**src/pbb_pkg.sv**
```systemverilog
// Shared types, constants and helpers for the point-based Bellman backup block.
// No dependencies; imported by every module of the block.
package pbb_pkg;

    localparam int MAX_STATES  = 64;
    localparam int MAX_SUCC    = 8;
    localparam int MAX_ACTIONS = 8;
    localparam int MAX_OBS     = 8;
    localparam int MAX_ALPHAS  = 64;
    localparam int BELIEF_NZ   = 8;
    localparam int QDEPTH      = 4;

    localparam int SW  = 6;   // state index
    localparam int AW  = 3;   // action index
    localparam int LW  = 3;   // successor slot
    localparam int OW  = 3;   // observation index
    localparam int JW  = 6;   // alpha index
    localparam int KW  = 3;   // belief slot
    localparam int QAW = 2;

    localparam int SUCC_DEPTH  = MAX_STATES * MAX_ACTIONS * MAX_SUCC;
    localparam int OBS_DEPTH   = MAX_ACTIONS * MAX_STATES * MAX_OBS;
    localparam int REW_DEPTH   = MAX_STATES * MAX_ACTIONS;
    localparam int ALPHA_DEPTH = MAX_ALPHAS * MAX_STATES;

    localparam logic signed [31:0] VAL_MIN = 32'sh8000_0000;
    localparam logic signed [31:0] VAL_MAX = 32'sh7FFF_FFFF;

    typedef enum logic [2:0] {
        REQ_SUCC   = 3'd0,
        REQ_OBS    = 3'd1,
        REQ_REW    = 3'd2,
        REQ_ALPHA  = 3'd3,
        REQ_BELIEF = 3'd4,
        REQ_START  = 3'd5
    } req_t;

    typedef enum logic [2:0] {
        CMD_SUCC,
        CMD_OBS,
        CMD_REW,
        CMD_ALPHA,
        CMD_BELIEF,
        CMD_START
    } cmd_kind_t;

    typedef enum logic [2:0] {
        CFG_DISCOUNT   = 3'd0,
        CFG_NUM_STATES = 3'd1,
        CFG_NUM_ACT    = 3'd2,
        CFG_NUM_OBS    = 3'd3,
        CFG_NUM_ALPHAS = 3'd4
    } cfg_idx_t;

    typedef struct packed {
        cmd_kind_t          kind;
        logic [SW-1:0]      state_idx;
        logic [AW-1:0]      action_idx;
        logic [2:0]         slot_idx;
        logic [OW-1:0]      obs_idx;
        logic [JW-1:0]      alpha_idx;
        logic signed [6:0]  target_state;
        logic signed [31:0] value;
    } cmd_t;

    // Clamped loop bounds
    typedef struct packed {
        logic [15:0] discount;
        logic [6:0]  n;
        logic [3:0]  m;
        logic [3:0]  z;
        logic [6:0]  rg;
    } cfg_t;

    typedef enum logic [4:0] {
        ST_IDLE, ST_A_CHK, ST_INIT_CHK, ST_INIT_WR, ST_O_CHK, ST_J_CHK, ST_K_CHK,
        ST_J_END, ST_KV_MUL, ST_KV_ACC, ST_U_CHK, ST_U_RD, ST_U_WR, ST_SC_CHK,
        ST_SC_MUL, ST_SC_ACC, ST_SC_CMP, ST_CP_CHK, ST_CP_WR, ST_EMIT_CHK,
        ST_EMIT_LD, ST_P_SUCC, ST_P_SUCC_W, ST_P_OBS_W, ST_P_MUL2, ST_P_ACC,
        ST_P_DISC, ST_P_DONE
    } st_t;

    function automatic logic signed [31:0] sat_add(input logic signed [31:0] x,
                                                   input logic signed [31:0] y);
        logic signed [32:0] s;
        s = {x[31], x} + {y[31], y};
        if (s[32] != s[31]) begin
            return s[32] ? VAL_MIN : VAL_MAX;
        end
        return s[31:0];
    endfunction

    // List entry is live: not negative and below the state count
    function automatic logic tgt_ok(input logic [6:0] t, input logic [6:0] n);
        return !t[6] && (t < n);
    endfunction

endpackage

```
**src/pbb_front.sv**
```systemverilog
// Front end: accepts stream transactions, classifies the request and queues it.
// Depends on pbb_pkg.
module pbb_front (
    input  logic           aclk,
    input  logic           aresetn,
    input  logic           s_axis_tvalid,
    output logic           s_axis_tready,
    input  logic [63:0]    s_axis_tdata,
    input  logic [2:0]     s_axis_tuser,
    output logic           q_valid,
    output pbb_pkg::cmd_t  q_cmd,
    input  logic           q_pop
);
    import pbb_pkg::*;

    cmd_t            q_mem [QDEPTH];
    logic [QAW-1:0]  wr_ptr_reg, wr_ptr_next;
    logic [QAW-1:0]  rd_ptr_reg, rd_ptr_next;
    logic [QAW:0]    cnt_reg, cnt_next;
    cmd_t            in_cmd;
    logic            keep;
    logic            push;

    always_comb begin
        in_cmd.kind         = CMD_START;
        in_cmd.state_idx    = s_axis_tdata[5:0];
        in_cmd.action_idx   = s_axis_tdata[8:6];
        in_cmd.slot_idx     = s_axis_tdata[11:9];
        in_cmd.obs_idx      = s_axis_tdata[14:12];
        in_cmd.alpha_idx    = s_axis_tdata[20:15];
        in_cmd.target_state = s_axis_tdata[27:21];
        in_cmd.value        = s_axis_tdata[59:28];
        keep                = 1'b1;
        unique case (s_axis_tuser)
            REQ_SUCC:   in_cmd.kind = CMD_SUCC;
            REQ_OBS:    in_cmd.kind = CMD_OBS;
            REQ_REW:    in_cmd.kind = CMD_REW;
            REQ_ALPHA:  in_cmd.kind = CMD_ALPHA;
            REQ_BELIEF: in_cmd.kind = CMD_BELIEF;
            REQ_START:  in_cmd.kind = CMD_START;
            default:    keep = 1'b0;  // unused codes: drop
        endcase
    end

    assign s_axis_tready = (cnt_reg != (QAW+1)'(QDEPTH));
    assign push          = s_axis_tvalid && s_axis_tready && keep;
    assign q_valid       = (cnt_reg != '0);
    assign q_cmd         = q_mem[rd_ptr_reg];

    always_comb begin
        wr_ptr_next = push  ? wr_ptr_reg + 1'b1 : wr_ptr_reg;
        rd_ptr_next = q_pop ? rd_ptr_reg + 1'b1 : rd_ptr_reg;
        cnt_next    = cnt_reg + (QAW+1)'(push) - (QAW+1)'(q_pop);
    end

    always_ff @(posedge aclk) begin
        if (!aresetn) begin
            wr_ptr_reg <= '0;
            rd_ptr_reg <= '0;
            cnt_reg    <= '0;
        end else begin
            wr_ptr_reg <= wr_ptr_next;
            rd_ptr_reg <= rd_ptr_next;
            cnt_reg    <= cnt_next;
        end
    end

    always_ff @(posedge aclk) begin
        if (push) begin
            q_mem[wr_ptr_reg] <= in_cmd;
        end
    end

    a_cnt_bound: assert property (@(posedge aclk) disable iff (!aresetn)
        cnt_reg <= (QAW+1)'(QDEPTH))
        else $error("queue count beyond depth");
    a_pop_nonempty: assert property (@(posedge aclk) disable iff (!aresetn)
        q_pop |-> q_valid)
        else $error("pop from empty queue");
    a_cnt_track: assert property (@(posedge aclk) disable iff (!aresetn)
        (q_pop && !push) |=> cnt_reg == $past(cnt_reg) - 1'b1)
        else $error("queue count lost a pop");

endmodule

```
**config.mk**
```make
export PLATFORM = sky130hd
export DESIGN_NAME = pbb_front
export DESIGN_NICKNAME = d
export VERILOG_FILES = /design/src/pbb_pkg.sv /design/src/pbb_front.sv
export SDC_FILE = /design/constraint.sdc
export NUM_CORES = 1
export LEC_CHECK = 0
export BUFFER_PORTS_ARGS = -buffer_cell sky130_fd_sc_hd__buf_2
export CORE_UTILIZATION = 52
export CTS_BUF_LIST = sky130_fd_sc_hd__clkbuf_8
export DETAILED_ROUTE_END_ITERATION = 8
export GPL_TIMING_DRIVEN = 0
export PLACE_DENSITY_LB_ADDON = 0.25
export SETUP_SLACK_MARGIN = 0.3
export SLEW_MARGIN = 40
export SYNTH_ARGS = -nofsm -noshare
export SYNTH_HDL_FRONTEND = slang
export SYNTH_SLANG_ARGS = --single-unit
```
**constraint.sdc**
```tcl
create_clock -name aclk -period 6.4 [get_ports aclk]
set_input_delay 0 -clock aclk [delete_from_list [all_inputs] [get_ports aclk]]
set_output_delay 0 -clock aclk [all_outputs]
set_load 0.01 [all_outputs]
```
==> impl_metrics.csv <==
group,metric,value,unit
sta,relSlewSlack,54.6,%
logic_synthesis,ys_ff_latch,261,
die,rows,49,
global_route,gr-usage-all-layers,18.4,%
die,die-area,0.0189,sq mm
logic_synthesis,synth.area.top_cells,"edfxtp_1, mux4_2, dfxtp_1",
final_layout,diodes,0,
sta,fin_crit_sh,40.3,%
logic_synthesis,synth_top_area_share,79.2,%
worst_hold_path,min_path_cells,2,
final_layout,multi_input_area,0.00170,sq mm
critical_path,startpoint_type,"flip-flop",
logic_synthesis,synth_fp_nets,458,
power_and_ir_drop,peakVddDrop,0.279,mV
clock_network,tritoncts,"done",
sta,worstMarginPinSlew,0.681,ns
place,dp_hpwl,9.77,mm
sta,finalCriticalPeriod,2.58,ns
outcome,outcome,"finished clean",
route,via_per_inst,5.23,
critical_path,cp.required,6.80,ns
route,drc,0,
sta,fin_setup_tns,0,ns
logic_synthesis,netlist-cell-type-count,20,
sta,rsz0062_at_grt,"false",
logic_synthesis,synth_area_per_cell,25.1,sq um
logic_synthesis,yosys.area.top_type,"edfxtp_1",
clock_network,clk_path_buf_depth,3,
clock_network,clkTransAtPathRegs,0.06,ns
global_route,grt_overflow,0,
critical_path,worst_setup_path_end_kind,"flip-flop",
route,drt_wl_total,16.8,mm
logic_synthesis,synth_ff_type,"edfxtp_1",
critical_path,rr_endpoint,"cnt_reg[2]",
clock_network,cts_root_buf,"clkbuf_8",
worst_hold_path,holdPathEnd,"q_mem[3][53]",
logic_synthesis,yosysSeqAreaShare,81.1,%
die,core_area,0.0180,sq mm
critical_path,r2r_slack,3.82,ns
clock_network,ctsResizeCount,0,
clock_network,worstSkewPairLatency,0.53,ns
final_layout,largest_reg_flops,252,
clock_network,numCtsBuffers,40,
sta,final-setup-viol-count,0,
worst_hold_path,hold_path_class,"primary input to flip-flop",
die,start_util,53.2,%
global_route,grt_pass1_vias,5009,
clock_network,clkSinkCount,261,
logic_synthesis,synth-edff-count,252,
critical_path,path_max_fanout,7,
worst_hold_path,hp-start,"s_axis_tdata[8]",
route,wl_per_cell,19.0,um
final_layout,ff_latch_area,0.00775,sq mm
critical_path,worstPathArrival,2.98,ns
die,io_pins,136,
critical_path,reg2reg_depth,12,
final_layout,fill_cells,1196,
sta,fmax,0.388,GHz
power_and_ir_drop,p_leak,4.15,nW
global_route,grt_max_degree,36,
final_layout,finalNetCount,703,
route,firstDrtPassIters,4,
power_and_ir_drop,p_per_area,311,mW/mm^2
critical_path,r2r_start,"cnt_reg[1]",
clock_network,htree_levels,2,
sta,hold_ws,0.220,ns
die,die_height,138,um
sta,hold_violations,0,
logic_synthesis,netlist_area,0.00955,sq mm
final_layout,areaGrowthSynthToFinish,25.2,%
global_route,antenna_found_initial,0,
sta,finClkSkew,0.0221,ns
logic_synthesis,async_reset_ff_share,0,%
sta,drv_slew,0,
logic_synthesis,ys_warn_count,0,
logic_synthesis,synthCells,380,
place,io_buffers,130,
flow_run,max_cap_violations,0,
route,via_count,4614,
route,drt_iter0_drc,257,
global_route,grt_pass1_wl,25.7,mm
die,die_w,138,um
critical_path,crit_type,"flip-flop to flip-flop",
place,gp_congestion,0.716,
final_layout,drive_gt1_share,39.4,%
route,ant_nets,0,
## synth_stat cells (2+ instances only)
master / number
and2_1: 9
buf_2: 2
buf_4: 6
clkbuf_1: 8
dfxtp_1: 9
edfxtp_1: 252
ha_1: 6
inv_1: 5
mux2i_1: 2
mux4_2: 63
nand2_1: 6
nor2b_1: 2
xnor2_1: 3
## cell type report
class | instances | area share (%)
Inverter | 5 | 0.157
Buffer | 17 | 0.806
Timing Repair Buffer | 203 | 11.9
Multi-Input combinational cell | 97 | 14.2
Clock buffer | 41 | 4.72
Tap cell | 229 | 2.40
Clock inverter | 30 | 1.05
Sequential cell | 261 | 64.8
## through the flow
stage / power [W] / std cells / util (%) / cell area, sq um / setup slack, ns
2_1_floorplan: 0.00235 / 380 / - / 9550 / 3.63
6_report: 0.00372 / 883 / 66.6 / 12000 / 3.82
3_5_place_dp: 0.00255 / 743 / 58.9 / 10600 / 3.88
5_1_grt: 0.00387 / 883 / 66.6 / 12000 / 3.73
3_3_place_gp: 0.00253 / 739 / 58.4 / 10500 / 2.53
4_1_cts: 0.00377 / 883 / 66.6 / 12000 / 3.84
## cells in the final DEF, fill, tap and decap left out, types with 5 or more instances in the layout
master and instances:
dfxtp_1 9, inv_1 19, edfxtp_1 252, nand2_1 6, buf_2 132, ha_1 6, clkinv_1 10, mux4_2 63
buf_4 6, and2_1 5, clkbuf_1 8, clkbuf_8 41, dlygate4sd3_1 69
## worst max path at each step
stage / from / to / slack [ns] / cells after the start
floorplan: cnt_reg[1] / q_mem[0][0] / 3.63 / 4
global placement: cnt_reg[1] / q_mem[0][34] / 2.53 / 4
detailed placement: cnt_reg[1] / cnt_reg[2] / 3.88 / 12
CTS: cnt_reg[1] / cnt_reg[2] / 3.84 / 12
global route: cnt_reg[1] / cnt_reg[2] / 3.73 / 12
finish: cnt_reg[1] / cnt_reg[2] / 3.82 / 12
## power breakdown
group | switching (W) | internal [W] | leakage [nW] | total (W)
registers | 0.0000310 | 0.00200 | 2.37 | 0.00204
logic | 0.000256 | 0.000247 | 1.38 | 0.000503
clock network | 0.000588 | 0.000594 | 0.401 | 0.00118
## critical path: stages (launching register included)
cell and delay (ns):
dfxtp_1 0.36, or3b_1 0.39, and3_1 0.20, buf_6 0.13, inv_1 0.05, ha_1 0.22
inv_1 0.06, ha_1 0.13, inv_1 0.04, fa_1 0.37, xnor2_1 0.23, xnor2_1 0.12
and2_1 0.17
## logic make-up after synthesis
family | after synthesis | share of synthesized area [%]
xor+xnor | 4 | 0.367
fa+ha+maj | 7 | 0.996
buf+inv | 22 | 1.21
flops | 261 | 81.1
mux | 65 | 15.1
simple gates | 21 | 1.26
## metal layers
metal	share of wire (%)	GRT usage (%)	wire (um)	vias to the layer above
met2	53	31.5	8860	118
met4	1.3	6.11	210	0
li1	-	-	-	2094
met3	5.2	4.42	876	16
met1	41	23.2	6810	2386
met5	0	0	0	-
## what timing repair did
item,in CTS,in global routing
endpoints found under the hold margin,261,0
hold buffers,69,0
setup buffers,0,0
Note: power is estimated with default switching activity, not from simulation.
